$ cat config.mk
export PLATFORM = sky130hd
export DESIGN_NAME = pulse_centroid_merger_top
export DESIGN_NICKNAME = d
export VERILOG_FILES = /design/src/pcm_pkg.sv /design/src/pcm_mac.sv /design/src/pcm_div.sv /design/src/pulse_centroid_merger_top.sv
export SDC_FILE = /design/constraint.sdc
export NUM_CORES = 2
export LEC_CHECK = 0
export BUFFER_PORTS_ARGS = -buffer_cell sky130_fd_sc_hd__clkbuf_2
export CAP_MARGIN = 20
export CORE_MARGIN = 3
export CORE_UTILIZATION = 55
export DETAILED_ROUTE_END_ITERATION = 7
export PLACE_DENSITY = 0.73
export SKIP_LAST_GASP = 1
export SYNTH_ARGS = -nofsm -noshare
export SYNTH_HDL_FRONTEND = slang
export SYNTH_SLANG_ARGS = --single-unit
$ cat constraint.sdc
create_clock -name i_clk -period 22.5 [get_ports i_clk]
set_clock_uncertainty 0.1 [all_clocks]
set_input_delay 2.25 -clock i_clk [delete_from_list [all_inputs] [get_ports i_clk]]
set_output_delay 2.25 -clock i_clk [all_outputs]
set_load 0.1 [all_outputs]
$ cat src/pcm_pkg.sv
package pcm_pkg;

    localparam int TIME_W    = 48;
    localparam int ENERGY_W  = 24;
    localparam int POS_W     = 20;
    localparam int CNT_W     = 8;
    localparam int SEPT_W    = 7;
    localparam int MODE_W    = 2;
    localparam int PROD_W    = POS_W + ENERGY_W + 1;
    localparam int NUM_W     = PROD_W + 1;
    localparam int MAG_W     = NUM_W - 1;
    localparam int TOT_W     = ENERGY_W + 1;
    localparam int DIV_STEPS = POS_W;
    localparam int DIV_CNT_W = $clog2(DIV_STEPS);
    localparam int HALF_DIV  = 2;

    localparam logic [MODE_W-1:0] MODE_CENTROID = 2'd0;
    localparam logic [MODE_W-1:0] MODE_WINNER   = 2'd1;

    localparam logic ACT_START = 1'b0;
    localparam logic ACT_MERGE = 1'b1;

    typedef enum logic [3:0] {
        ST_IDLE,
        ST_APPLY,
        ST_MUL_OLD,
        ST_MUL_HIT,
        ST_DIV_START,
        ST_DIV_WAIT,
        ST_FINISH,
        ST_EMIT
    } t_state;

    typedef enum logic [1:0] {
        AX_X,
        AX_Y,
        AX_Z
    } t_axis;

    typedef struct packed {
        logic en;
        logic clr;
    } t_mac_ctl;

endpackage

$ cat src/pcm_mac.sv
module pcm_mac
    import pcm_pkg::*;
(
    input  logic                    i_clk,
    input  t_mac_ctl                i_ctl,
    input  logic signed [POS_W-1:0] i_a,
    input  logic [ENERGY_W-1:0]     i_b,
    output logic signed [NUM_W-1:0] o_acc
);

    logic signed [PROD_W-1:0] w_prod;
    logic signed [NUM_W-1:0]  w_prod_ext;
    logic signed [NUM_W-1:0]  r_acc;

    assign w_prod     = i_a * $signed({1'b0, i_b});
    assign w_prod_ext = {w_prod[PROD_W-1], w_prod};

    always_ff @(posedge i_clk) begin
        if (i_ctl.en) begin
            if (i_ctl.clr) begin
                r_acc <= w_prod_ext;
            end else begin
                r_acc <= r_acc + w_prod_ext;
            end
        end
    end

    assign o_acc = r_acc;

endmodule

$ cat src/pcm_div.sv
module pcm_div
    import pcm_pkg::*;
(
    input  logic                    i_clk,
    input  logic                    i_rst_n,
    input  logic                    i_start,
    input  logic signed [NUM_W-1:0] i_num,
    input  logic [TOT_W-1:0]        i_den,
    output logic                    o_done,
    output logic signed [POS_W-1:0] o_quot
);

    logic                 r_busy;
    logic                 r_done;
    logic [DIV_CNT_W-1:0] r_cnt;
    logic [TOT_W-1:0]     r_rem;
    logic [POS_W-1:0]     r_low;
    logic [TOT_W-1:0]     r_den;
    logic                 r_neg;

    logic [NUM_W-1:0]     w_abs;
    logic [MAG_W-1:0]     w_mag;
    logic [TOT_W:0]       w_trial;
    logic [TOT_W:0]       w_diff;
    logic                 w_ge;

    assign w_abs   = i_num[NUM_W-1] ? NUM_W'(-i_num) : NUM_W'(i_num);
    assign w_mag   = w_abs[MAG_W-1:0];
    assign w_trial = {r_rem, r_low[POS_W-1]};
    assign w_ge    = (w_trial >= {1'b0, r_den});
    assign w_diff  = w_trial - {1'b0, r_den};

    // restoring division, one quotient bit per cycle; quotient fits POS_W bits
    always_ff @(posedge i_clk) begin
        if (!i_rst_n) begin
            r_busy <= 1'b0;
            r_done <= 1'b0;
            r_cnt  <= '0;
        end else begin
            r_done <= 1'b0;
            if (r_busy) begin
                r_cnt <= r_cnt + 1'b1;
                if (r_cnt == DIV_CNT_W'(DIV_STEPS - 1)) begin
                    r_busy <= 1'b0;
                    r_done <= 1'b1;
                end
            end else if (i_start) begin
                r_busy <= 1'b1;
                r_cnt  <= '0;
            end
        end
    end

    always_ff @(posedge i_clk) begin
        if (r_busy) begin
            r_rem <= w_ge ? w_diff[TOT_W-1:0] : w_trial[TOT_W-1:0];
            r_low <= {r_low[POS_W-2:0], w_ge};
        end else if (i_start) begin
            r_rem <= w_mag[MAG_W-1:POS_W];
            r_low <= w_mag[POS_W-1:0];
            r_den <= i_den;
            r_neg <= i_num[NUM_W-1];
        end
    end

    assign o_done = r_done;
    assign o_quot = r_neg ? $signed(POS_W'(-r_low)) : $signed(r_low);

endmodule

$ cat src/pulse_centroid_merger_top.sv
// Channel   Direction  Handshake               Payload
// hit       in         i_valid / o_stall       i_action .. i_septal_count
// pulse     out        o_valid / i_stall       o_pulse_time .. o_max_septal
// config    in         i_cfg_valid / o_cfg_ready  i_cfg_data (merge mode)
//
// One item at a time. A start item or a merge outside centroid mode skips the arithmetic;
// a centroid merge works through three axes, each two passes through the shared
// multiply-accumulate and 20 steps of the shared radix-2 divider.
// Reset is synchronous, active low; pulse state and septal count clear,
// Compton and Rayleigh counts go to -1, merge mode to centroid.
// A finished pulse waits in the output register; the block holds until it is free.
module pulse_centroid_merger_top
    import pcm_pkg::*;
(
    input  logic                     i_clk,
    input  logic                     i_rst_n,
    input  logic                     i_valid,
    output logic                     o_stall,
    input  logic                     i_action,
    input  logic                     i_last,
    input  logic [TIME_W-1:0]        i_hit_time,
    input  logic [ENERGY_W-1:0]      i_hit_energy,
    input  logic signed [POS_W-1:0]  i_hit_x,
    input  logic signed [POS_W-1:0]  i_hit_y,
    input  logic signed [POS_W-1:0]  i_hit_z,
    input  logic signed [CNT_W-1:0]  i_compton_count,
    input  logic signed [CNT_W-1:0]  i_rayleigh_count,
    input  logic [SEPT_W-1:0]        i_septal_count,
    output logic                     o_valid,
    input  logic                     i_stall,
    output logic [TIME_W-1:0]        o_pulse_time,
    output logic [ENERGY_W-1:0]      o_pulse_energy,
    output logic signed [POS_W-1:0]  o_pulse_x,
    output logic signed [POS_W-1:0]  o_pulse_y,
    output logic signed [POS_W-1:0]  o_pulse_z,
    output logic signed [CNT_W-1:0]  o_max_compton,
    output logic signed [CNT_W-1:0]  o_max_rayleigh,
    output logic [SEPT_W-1:0]        o_max_septal,
    input  logic                     i_cfg_valid,
    output logic                     o_cfg_ready,
    input  logic [MODE_W-1:0]        i_cfg_data
);

    t_state r_state, n_state;
    t_axis  r_axis;

    logic [MODE_W-1:0]       r_mode;

    logic                    r_hit_action;
    logic                    r_hit_last;
    logic [TIME_W-1:0]       r_hit_time;
    logic [ENERGY_W-1:0]     r_hit_energy;
    logic signed [POS_W-1:0] r_hit_x, r_hit_y, r_hit_z;
    logic signed [CNT_W-1:0] r_hit_compton, r_hit_rayleigh;
    logic [SEPT_W-1:0]       r_hit_septal;

    logic [TIME_W-1:0]       r_acc_time;
    logic [ENERGY_W-1:0]     r_acc_energy;
    logic signed [POS_W-1:0] r_acc_x, r_acc_y, r_acc_z;
    logic [ENERGY_W-1:0]     r_peak;
    logic signed [CNT_W-1:0] r_acc_compton, r_acc_rayleigh;
    logic [SEPT_W-1:0]       r_acc_septal;

    logic                    r_out_valid;
    logic [TIME_W-1:0]       r_out_time;
    logic [ENERGY_W-1:0]     r_out_energy;
    logic signed [POS_W-1:0] r_out_x, r_out_y, r_out_z;
    logic signed [CNT_W-1:0] r_out_compton, r_out_rayleigh;
    logic [SEPT_W-1:0]       r_out_septal;

    logic                    w_accept;
    logic                    w_out_free;
    logic [TOT_W-1:0]        w_total;
    logic                    w_tot_zero;
    logic [ENERGY_W-1:0]     w_energy_sat;
    logic signed [POS_W-1:0] w_pos, w_p;
    logic signed [POS_W:0]   w_pair_sum;
    logic signed [NUM_W-1:0] w_div_num;
    logic [TOT_W-1:0]        w_div_den;
    logic                    w_div_start;
    logic                    w_div_done;
    logic signed [POS_W-1:0] w_quot;
    logic signed [NUM_W-1:0] w_mac_acc;
    t_mac_ctl                w_mac_ctl;
    logic signed [POS_W-1:0] w_mac_a;
    logic [ENERGY_W-1:0]     w_mac_b;

    assign w_accept    = i_valid && !o_stall;
    assign o_stall     = (r_state != ST_IDLE);
    assign o_cfg_ready = 1'b1;
    assign w_out_free  = !r_out_valid || !i_stall;

    assign w_total      = {1'b0, r_acc_energy} + {1'b0, r_hit_energy};
    assign w_tot_zero   = (w_total == '0);
    assign w_energy_sat = w_total[TOT_W-1] ? '1 : w_total[ENERGY_W-1:0];

    always_comb begin
        unique case (r_axis)
            AX_X: begin
                w_pos = r_acc_x;
                w_p   = r_hit_x;
            end
            AX_Y: begin
                w_pos = r_acc_y;
                w_p   = r_hit_y;
            end
            AX_Z: begin
                w_pos = r_acc_z;
                w_p   = r_hit_z;
            end
            default: begin
                w_pos = r_acc_z;
                w_p   = r_hit_z;
            end
        endcase
    end

    assign w_pair_sum = {w_pos[POS_W-1], w_pos} + {w_p[POS_W-1], w_p};
    // zero total energy: plain mean through the same divider
    assign w_div_num  = w_tot_zero ? {{(NUM_W-POS_W-1){w_pair_sum[POS_W]}}, w_pair_sum}
                                   : w_mac_acc;
    assign w_div_den  = w_tot_zero ? TOT_W'(HALF_DIV) : w_total;

    pcm_mac u_mac (
        .i_clk (i_clk),
        .i_ctl (w_mac_ctl),
        .i_a   (w_mac_a),
        .i_b   (w_mac_b),
        .o_acc (w_mac_acc)
    );

    pcm_div u_div (
        .i_clk   (i_clk),
        .i_rst_n (i_rst_n),
        .i_start (w_div_start),
        .i_num   (w_div_num),
        .i_den   (w_div_den),
        .o_done  (w_div_done),
        .o_quot  (w_quot)
    );

    always_ff @(posedge i_clk) begin
        if (!i_rst_n) begin
            r_state <= ST_IDLE;
        end else begin
            r_state <= n_state;
        end
    end

    always_comb begin
        n_state     = r_state;
        w_mac_ctl   = '0;
        w_mac_a     = w_pos;
        w_mac_b     = r_acc_energy;
        w_div_start = 1'b0;
        unique case (r_state)
            ST_IDLE: begin
                if (w_accept) n_state = ST_APPLY;
            end
            ST_APPLY: begin
                if (r_hit_action == ACT_MERGE && r_mode == MODE_CENTROID) begin
                    n_state = ST_MUL_OLD;
                end else begin
                    n_state = ST_FINISH;
                end
            end
            ST_MUL_OLD: begin
                w_mac_ctl = '{en: 1'b1, clr: 1'b1};
                n_state   = ST_MUL_HIT;
            end
            ST_MUL_HIT: begin
                w_mac_ctl = '{en: 1'b1, clr: 1'b0};
                w_mac_a   = w_p;
                w_mac_b   = r_hit_energy;
                n_state   = ST_DIV_START;
            end
            ST_DIV_START: begin
                w_div_start = 1'b1;
                n_state     = ST_DIV_WAIT;
            end
            ST_DIV_WAIT: begin
                if (w_div_done) begin
                    n_state = (r_axis == AX_Z) ? ST_FINISH : ST_MUL_OLD;
                end
            end
            ST_FINISH: begin
                n_state = ST_EMIT;
            end
            ST_EMIT: begin
                if (!r_hit_last) begin
                    n_state = ST_IDLE;
                end else if (w_out_free) begin
                    n_state = ST_IDLE;
                end
            end
            default: n_state = ST_IDLE;
        endcase
    end

    always_ff @(posedge i_clk) begin
        if (w_accept) begin
            r_hit_action   <= i_action;
            r_hit_last     <= i_last;
            r_hit_time     <= i_hit_time;
            r_hit_energy   <= i_hit_energy;
            r_hit_x        <= i_hit_x;
            r_hit_y        <= i_hit_y;
            r_hit_z        <= i_hit_z;
            r_hit_compton  <= i_compton_count;
            r_hit_rayleigh <= i_rayleigh_count;
            r_hit_septal   <= i_septal_count;
        end
    end

    always_ff @(posedge i_clk) begin
        if (!i_rst_n) begin
            r_mode         <= MODE_CENTROID;
            r_axis         <= AX_X;
            r_acc_time     <= '0;
            r_acc_energy   <= '0;
            r_acc_x        <= '0;
            r_acc_y        <= '0;
            r_acc_z        <= '0;
            r_peak         <= '0;
            r_acc_compton  <= '1;
            r_acc_rayleigh <= '1;
            r_acc_septal   <= '0;
        end else begin
            if (i_cfg_valid && o_cfg_ready) r_mode <= i_cfg_data;
            if (w_accept) r_axis <= AX_X;
            if (r_state == ST_DIV_WAIT && w_div_done) begin
                unique case (r_axis)
                    AX_X: begin
                        r_acc_x <= w_quot;
                        r_axis  <= AX_Y;
                    end
                    AX_Y: begin
                        r_acc_y <= w_quot;
                        r_axis  <= AX_Z;
                    end
                    AX_Z:    r_acc_z <= w_quot;
                    default: r_acc_z <= w_quot;
                endcase
            end
            if (r_state == ST_FINISH) begin
                if (r_hit_action == ACT_START) begin
                    r_acc_time     <= r_hit_time;
                    r_acc_energy   <= r_hit_energy;
                    r_acc_x        <= r_hit_x;
                    r_acc_y        <= r_hit_y;
                    r_acc_z        <= r_hit_z;
                    r_peak         <= r_hit_energy;
                    r_acc_compton  <= r_hit_compton;
                    r_acc_rayleigh <= r_hit_rayleigh;
                    r_acc_septal   <= r_hit_septal;
                end else begin
                    if (r_hit_time < r_acc_time) r_acc_time <= r_hit_time;
                    if (r_hit_energy > r_peak) begin
                        r_peak <= r_hit_energy;
                        if (r_mode == MODE_WINNER) begin
                            r_acc_x <= r_hit_x;
                            r_acc_y <= r_hit_y;
                            r_acc_z <= r_hit_z;
                        end
                    end
                    r_acc_energy <= w_energy_sat;
                    if (r_hit_compton > r_acc_compton) r_acc_compton <= r_hit_compton;
                    if (r_hit_rayleigh > r_acc_rayleigh) r_acc_rayleigh <= r_hit_rayleigh;
                    if (r_hit_septal > r_acc_septal) r_acc_septal <= r_hit_septal;
                end
            end
        end
    end

    always_ff @(posedge i_clk) begin
        if (!i_rst_n) begin
            r_out_valid <= 1'b0;
        end else if (r_state == ST_EMIT && r_hit_last && w_out_free) begin
            r_out_valid <= 1'b1;
        end else if (!i_stall) begin
            r_out_valid <= 1'b0;
        end
    end

    always_ff @(posedge i_clk) begin
        if (r_state == ST_EMIT && r_hit_last && w_out_free) begin
            r_out_time     <= r_acc_time;
            r_out_energy   <= r_acc_energy;
            r_out_x        <= r_acc_x;
            r_out_y        <= r_acc_y;
            r_out_z        <= r_acc_z;
            r_out_compton  <= r_acc_compton;
            r_out_rayleigh <= r_acc_rayleigh;
            r_out_septal   <= r_acc_septal;
        end
    end

    assign o_valid        = r_out_valid;
    assign o_pulse_time   = r_out_time;
    assign o_pulse_energy = r_out_energy;
    assign o_pulse_x      = r_out_x;
    assign o_pulse_y      = r_out_y;
    assign o_pulse_z      = r_out_z;
    assign o_max_compton  = r_out_compton;
    assign o_max_rayleigh = r_out_rayleigh;
    assign o_max_septal   = r_out_septal;

    a_div_done_in_wait: assert property (@(posedge i_clk) disable iff (!i_rst_n)
        w_div_done |-> r_state == ST_DIV_WAIT)
        else $error("divider finished outside its wait state");

    a_out_from_emit: assert property (@(posedge i_clk) disable iff (!i_rst_n)
        $rose(o_valid) |-> $past(r_state) == ST_EMIT)
        else $error("pulse item raised outside emit");

    a_energy_grows: assert property (@(posedge i_clk) disable iff (!i_rst_n)
        (r_state == ST_FINISH && r_hit_action == ACT_MERGE)
        |=> r_acc_energy >= $past(r_acc_energy))
        else $error("merged energy decreased");

endmodule
Word level (Yosys, flattened, before mapping)
Cells that the tools add are included.
{ "classes": {"addsub": 7, "n_mul": 1, "magnitude_cmp": 6, "n_eq_ne": 20, "muxes": 63, "bitwise_logic": 1, "reduce_logical": 24} }
{ "ops": {"columns": ["op", "n"], "rows": [
  ["$mux W20", 22],
  ["$mux W24", 5],
  ["$mux W48", 2],
  ["$mux W46", 2],
  ["$pmux W20 S2", 2],
  ["$mux W25", 3],
  ["$lt A48 B48 Y1", 1],
  ["$add A46 B45 Y46", 1],
  ["$mul A20 B25 Y45", 1],
  ["$mux W45", 1],
  ["$neg A45 Y45", 1],
  ["$mux W8", 4],
  ["$pmux W4 S8", 1],
  ["$ge A26 B25 Y1", 1],
  ["$add A24 B24 Y25", 1],
  ["$logic_not A25 Y1", 1],
  ["$sub A25 B25 Y25", 1],
  ["$gt A24 B24 Y1", 1],
  ["$add A20 B20 Y21", 1],
  ["$neg A20 Y20", 1],
  ["$eq A4 B3 Y1 const B", 4],
  ["$gt A8 B8 Y1", 2],
  ["$mux W4", 4],
  ["$mux W7", 2],
  ["26 further kinds", 57]
]} }
{ "word_totals": {"ff_bits": 624, "output_inout_bits": 158} }

Logic depth before layout (Yosys ltp)
{ "depth": {"depth_word": 8, "ltp_mapped": 45} }

Cells and area by module
Synthesis repeated with hierarchy kept, for this count alone.
{ "hier_totals": {"cells_unflattened": 5010, "area_unflattened_um2": 50430.9} }
{ "modules_own_cells": {"columns": ["mod", "n_inst", "cells_per_inst", "area_per_inst_um2"], "rows": [
  ["pulse_centroid_merger_top", 1, 2021, 23691.5],
  ["pcm_mac", 1, 2385, 20860.0],
  ["pcm_div", 1, 604, 5879.4]
]} }

Worst setup path before layout
OpenSTA, ideal clock, no wires.
{ "synth_path": {"kind": "register -> register", "from": "register r_state[1]", "to": "register u_mac.r_acc[42] (netlist: u_mac.o_acc[42]) (data pin)", "setup_ps": 260, "arrival_time_ps": 11354, "setup_slack_ps": 10786, "stages_incl_launch_ff": 40, "synth_period_minus_slack_ps": 11714, "cell_sequence": "dfxtp_1 -> nor2b_1 -> clkbuf_1 -> nand2_1 -> clkbuf_1 -> a21oi_1 -> clkbuf_1 -> nor2_1 -> fa_1 -> fa_1 -> inv_1 -> fa_1 -> inv_1 -> fa_1 -> inv_1 -> fa_1 -> inv_1 -> fa_1 -> [4 not listed] -> or2_2 -> a31oi_1 -> a21oi_1 -> o32a_1 -> a21o_1 -> a21oi_1 -> xnor2_1 -> ha_1 -> and2_1 -> and3_1 -> and2_1 -> and3_1 -> a2111oi_0 -> o31ai_1 -> a211o_1 -> a31oi_1 -> xnor2_1 -> mux2_2"} }
{ "synth_via": {"elab_chain_cells": 5, "elab_cells_between_ends": 8, "classes_between": "add/sub (1); mul (1); eq/ne (2); mux (4)"} }
{ "synth_rtl": {"columns": ["element", "line", "text"], "rows": [
  ["from (decl)", "pulse_centroid_merger_top.sv:44", "t_state r_state, n_state;"],
  ["from (signal assigned)", "pulse_centroid_merger_top.sv:146", "r_state <= n_state;"],
  ["$eq A4 B2 Y1", "pulse_centroid_merger_top.sv:156", "unique case (r_state)"],
  ["$mux W20 / $mux W24 (equally long branches)", "pulse_centroid_merger_top.sv:156", null],
  ["$mul A20 B25 Y45", "pcm_mac.sv:15", "assign w_prod = i_a * $signed({1'b0, i_b});"],
  ["$add A46 B45 Y46", "pcm_mac.sv:23", "r_acc <= r_acc + w_prod_ext;"],
  ["$mux W46 (*)", "pcm_mac.sv:20", "if (i_ctl.clr) begin"],
  ["to (signal assigned)", "pcm_mac.sv:21", "r_acc <= w_prod_ext;"],
  ["to (signal assigned)", "pcm_mac.sv:23", null],
  ["to (decl)", "pcm_mac.sv:13", "logic signed [NUM_W-1:0] r_acc;"]
]} }
Mark *: on every way between the ends. The rest lies on a longest branch, timed or not.
A chain may end at the register's enable or synchronous reset.

Worst setup path after layout
{ "layout_path": {"from": "register r_state[1]", "to": "register u_mac.r_acc[45] (netlist: u_mac.o_acc[45]) (data pin)"} }
Same word-level chain as after synthesis.

==> flow_results.xml <==
<?xml version="1.0" encoding="UTF-8"?>
<metrics>
  <group name="synthesis">
    <metric name="postSynth.asyncResetShare" unit="%">0</metric>
    <metric name="post_synthesis_net_count" unit="">6194</metric>
    <metric name="synth_seq_area_share" unit="%">33.43</metric>
    <metric name="ys_dominant_reg_cell" unit="">edfxtp_1</metric>
    <metric name="synth_most_common_cell" unit="">inv_1</metric>
    <metric name="post_synth_main_area_contributors" unit="">edfxtp_1, fa_1, ha_1, dfxtp_1, inv_1</metric>
    <metric name="post_synth_inst_count" unit="">5238</metric>
    <metric name="synth_cell_type_count" unit="">95</metric>
    <metric name="synth_largest_area_cell" unit="">edfxtp_1</metric>
    <metric name="synth_area" unit="sq um">50150</metric>
    <metric name="number_of_flops_mapped_to_enable_cells_by_yosys" unit="">429</metric>
    <metric name="syn-mean-instance-area" unit="sq um">9.574</metric>
    <metric name="synth_commonest_cells" unit="">inv_1, nand2_1, nor2_1, edfxtp_1, fa_1</metric>
    <metric name="yosys_warnings" unit="">0</metric>
    <metric name="synthDominantCellAreaShare" unit="%">25.69</metric>
    <metric name="synth-seq-cells" unit="">623</metric>
  </group>
  <group name="critical_path">
    <metric name="cp.buffers_inverters" unit="">6</metric>
    <metric name="family_of_cells_with_the_greatest_summed_delay_on_the_critical_path" unit="">compound AO/OA/AOI/OAI gates</metric>
    <metric name="required" unit="ns">22.75</metric>
    <metric name="timing_worst_setup_path_type" unit="">reg2reg</metric>
    <metric name="timing.critical_path.mode_cell" unit="">fa_1</metric>
    <metric name="worst-endpoint-arrival" unit="ns">13.48</metric>
    <metric name="cp_max_fo" unit="">61</metric>
    <metric name="critPathCaptureType" unit="">flip-flop</metric>
    <metric name="worst_setup_path_start_kind" unit="">flip-flop</metric>
    <metric name="timing.critical_path.slowest_stage_cell" unit="">mux2i_1</metric>
    <metric name="critPathMaxStageDelay" unit="ns">0.94</metric>
  </group>
  <group name="sta">
    <metric name="rsz_0062_raised_after_global_routing" unit="">no</metric>
    <metric name="max_slew_margin" unit="%">19.87</metric>
    <metric name="max_clock_freq" unit="MHz">75.61</metric>
    <metric name="period_needed" unit="ns">13.22</metric>
    <metric name="report.final.setup_viol" unit="">0</metric>
    <metric name="final_period_util" unit="%">58.78</metric>
    <metric name="finalHoldViolations" unit="">0</metric>
    <metric name="timing.final.max_slew_violations" unit="">0</metric>
    <metric name="final.setup.tns" unit="ns">0</metric>
    <metric name="worst_slew_pin_slew" unit="ns">1.179</metric>
  </group>
  <group name="detailed_routing">
    <metric name="route.detailed.vias_per_inst" unit="">5.970</metric>
    <metric name="dr_total_vias" unit="">40068</metric>
    <metric name="route.detailed.drc" unit="">0</metric>
    <metric name="drt.antenna.violating_nets" unit="">0</metric>
    <metric name="wl_per_cell" unit="um">21.91</metric>
    <metric name="first_pass_iters" unit="">6</metric>
    <metric name="1st_iter_drt_viols" unit="">3881</metric>
    <metric name="finalWirelength" unit="um">147100</metric>
  </group>
  <group name="placement">
    <metric name="place.detailed.hpwl" unit="um">110400</metric>
    <metric name="place_congestion" unit="">0.9693</metric>
    <metric name="postPlaceCellArea" unit="sq um">52990</metric>
    <metric name="io_buffers" unit="">320</metric>
  </group>
  <group name="global_route">
    <metric name="grt_antenna_before_repair" unit="">7</metric>
    <metric name="grt_start_max_net_pins" unit="">145</metric>
    <metric name="grt.overflow.total" unit="">0</metric>
    <metric name="number_of_global_route_vias_before_repair" unit="">39555</metric>
    <metric name="global_route_wire_length_before_repair" unit="um">227600</metric>
    <metric name="track_usage" unit="%">30.93</metric>
  </group>
  <group name="clocking">
    <metric name="worst_skew_pair.late_latency" unit="ns">0.62</metric>
    <metric name="clk_path_buf_depth" unit="">3</metric>
    <metric name="count_of_cells_resized_by_post_cts_repair" unit="">0</metric>
    <metric name="tritoncts.num_buffers" unit="">70</metric>
    <metric name="cts_tree" unit="">built</metric>
    <metric name="ctsRootBufferMaster" unit="">clkbuf_16</metric>
    <metric name="count_of_clock_tree_sinks" unit="">623</metric>
    <metric name="post_cts.repair.setup_buffers" unit="">0</metric>
    <metric name="clk_pin_slew" unit="ns">0.06</metric>
    <metric name="htreeDepth" unit="">3</metric>
    <metric name="cts-hold-fix-buffers" unit="">0</metric>
  </group>
  <group name="die">
    <metric name="floorplan.die_area" unit="sq um">94840</metric>
    <metric name="placementRows" unit="">110</metric>
    <metric name="initial_util" unit="%">55.63</metric>
    <metric name="die_h" unit="um">308.0</metric>
    <metric name="design.core.area" unit="sq um">90150</metric>
    <metric name="design.portCount" unit="">322</metric>
    <metric name="fp.dieW" unit="um">308.0</metric>
  </group>
  <group name="flow_run">
    <metric name="maxCapViolCount" unit="">0</metric>
  </group>
  <group name="cells_and_area">
    <metric name="final_cell_area" unit="sq um">55530</metric>
    <metric name="fin_nets" unit="">6434</metric>
    <metric name="layout-drive-gt1-share" unit="%">11.22</metric>
    <metric name="layout-area-overhead-vs-synth" unit="%">10.73</metric>
    <metric name="fill_cells" unit="">7524</metric>
  </group>
  <group name="power_and_ir_drop">
    <metric name="total_leakage_power" unit="nW">25.09</metric>
    <metric name="irDropWorstVdd" unit="mV">0.04513</metric>
    <metric name="power_density" unit="nW/um^2">59.27</metric>
    <metric name="power" unit="mW">3.291</metric>
  </group>
  <group name="run_status">
    <metric name="run_status" unit="">complete, no violations</metric>
  </group>
  <group name="worst_hold_path">
    <metric name="worst_hold_path_type" unit="">reg2reg</metric>
  </group>
</metrics>
## path summary, 6_finish.rpt
| path | start | to | slack (ns) | cells after the start |
|---|---|---|---|---|
| worst max-delay path | r_state[1] | u_mac.o_acc[45] | 9.28 | 38 |
| worst min-delay path | r_acc_time[47] | o_pulse_time[47] | 0.35 | 0 |
| worst max register to register | r_state[1] | u_mac.o_acc[45] | 9.28 | 38 |
| worst min register to register | r_acc_time[47] | o_pulse_time[47] | 0.35 | 0 |
## sequential cells by signal, indices dropped and copies added, names as in the netlist, 24 cells and up
signal / count
r_hit_time: 48
u_div.r_rem: 25
r_hit_energy: 24
u_mac.o_acc: 46
o_pulse_energy: 24
r_acc_energy: 24
u_div.r_den: 25
r_peak: 24
o_pulse_time: 48
r_acc_time: 48
## stage by stage
step	setup WS (ns)	util, %	instances	hold WS [ns]
2_1_floorplan	10.79	-	5238	0.3288
3_5_place_dp	9.513	58.78	6571	0.3403
3_3_place_gp	9.827	58.75	6568	0.3355
6_report	9.275	61.60	6712	0.3504
5_1_grt	8.606	61.60	6712	0.3677
4_1_cts	9.495	61.44	6699	0.3475
## worst register-to-register path: cells and delay by family, from the launching register on
kind	cells	cell delay, ns
buffers and inverters	6	1.29
muxes	1	1.00
xor gates and xnor gates	3	0.39
DFF	1	0.56
AOI/OAI and AO/OA	12	3.97
and+or+nand+nor	7	1.77
adders and majority gates	9	3.90
## layout by cell type (no fill, tap or decap), types with 30 or more instances in the layout
cell         n
nand3_1     94
nand2_1    622
ha_1       395
xor2_1      86
a21oi_1    221
o21a_1      40
clkbuf_16   74
dfxtp_1    191
nand4_1     39
a21o_1     117
inv_1      673
clkbuf_2   319
mux2_2      35
nor2b_1     65
xnor2_1     94
nand2b_1    30
o21ai_0    227
nor3_1      57
buf_4       71
edfxtp_1   429
mux2i_1    148
a21boi_0    87
fa_1       397
nor2_1     430
o211ai_1    79
## kinds of logic (layout without fill, tap and decap cells)
group	Yosys count	after routing	share of synthesized area (%)
multiplexers	191	191	3.912
adder cells (fa/ha/maj)	792	792	25.70
AND/OR/NAND/NOR	1518	1518	13.57
AO/OA/AOI/OAI	1029	1029	13.37
flip-flops	623	623	33.43
other	1	3	0.007477
XOR/XNOR	180	180	3.144
buffers and inverters	904	1200	6.858
## metal layers
layer | global-route usage (%) | share of wire, % | up-vias
li1 | - | - | 18316
met1 | 39.46 | 40 | 19581
met2 | 50.35 | 46 | 1761
met3 | 6.077 | 8.5 | 408
met4 | 15.70 | 5.6 | 2
met5 | 0 | 0.016 | -
## layout make-up
cell class              count  area [sq um]  share of cell area, %
clock inverters            30         336.6                 0.6061
diodes                      2         5.005               0.009013
clock buffers              98          2062                  3.713
inverters                 677          2546                  4.585
well taps                1176          1471                  2.650
repair buffers            395          2227                  4.011
flip-flops and latches    623         16770                  30.20
multi-input cells        3711         30110                  54.23
## report_power, final
| part | internal [mW] | switching (mW) | leakage, nW |
|---|---|---|---|
| combinational | 0.245 | 0.439 | 18.2 |
| clock | 0.712 | 0.478 | 1.17 |
| sequential | 1.33 | 0.0877 | 5.69 |
(Power assumes the default switching activity.)
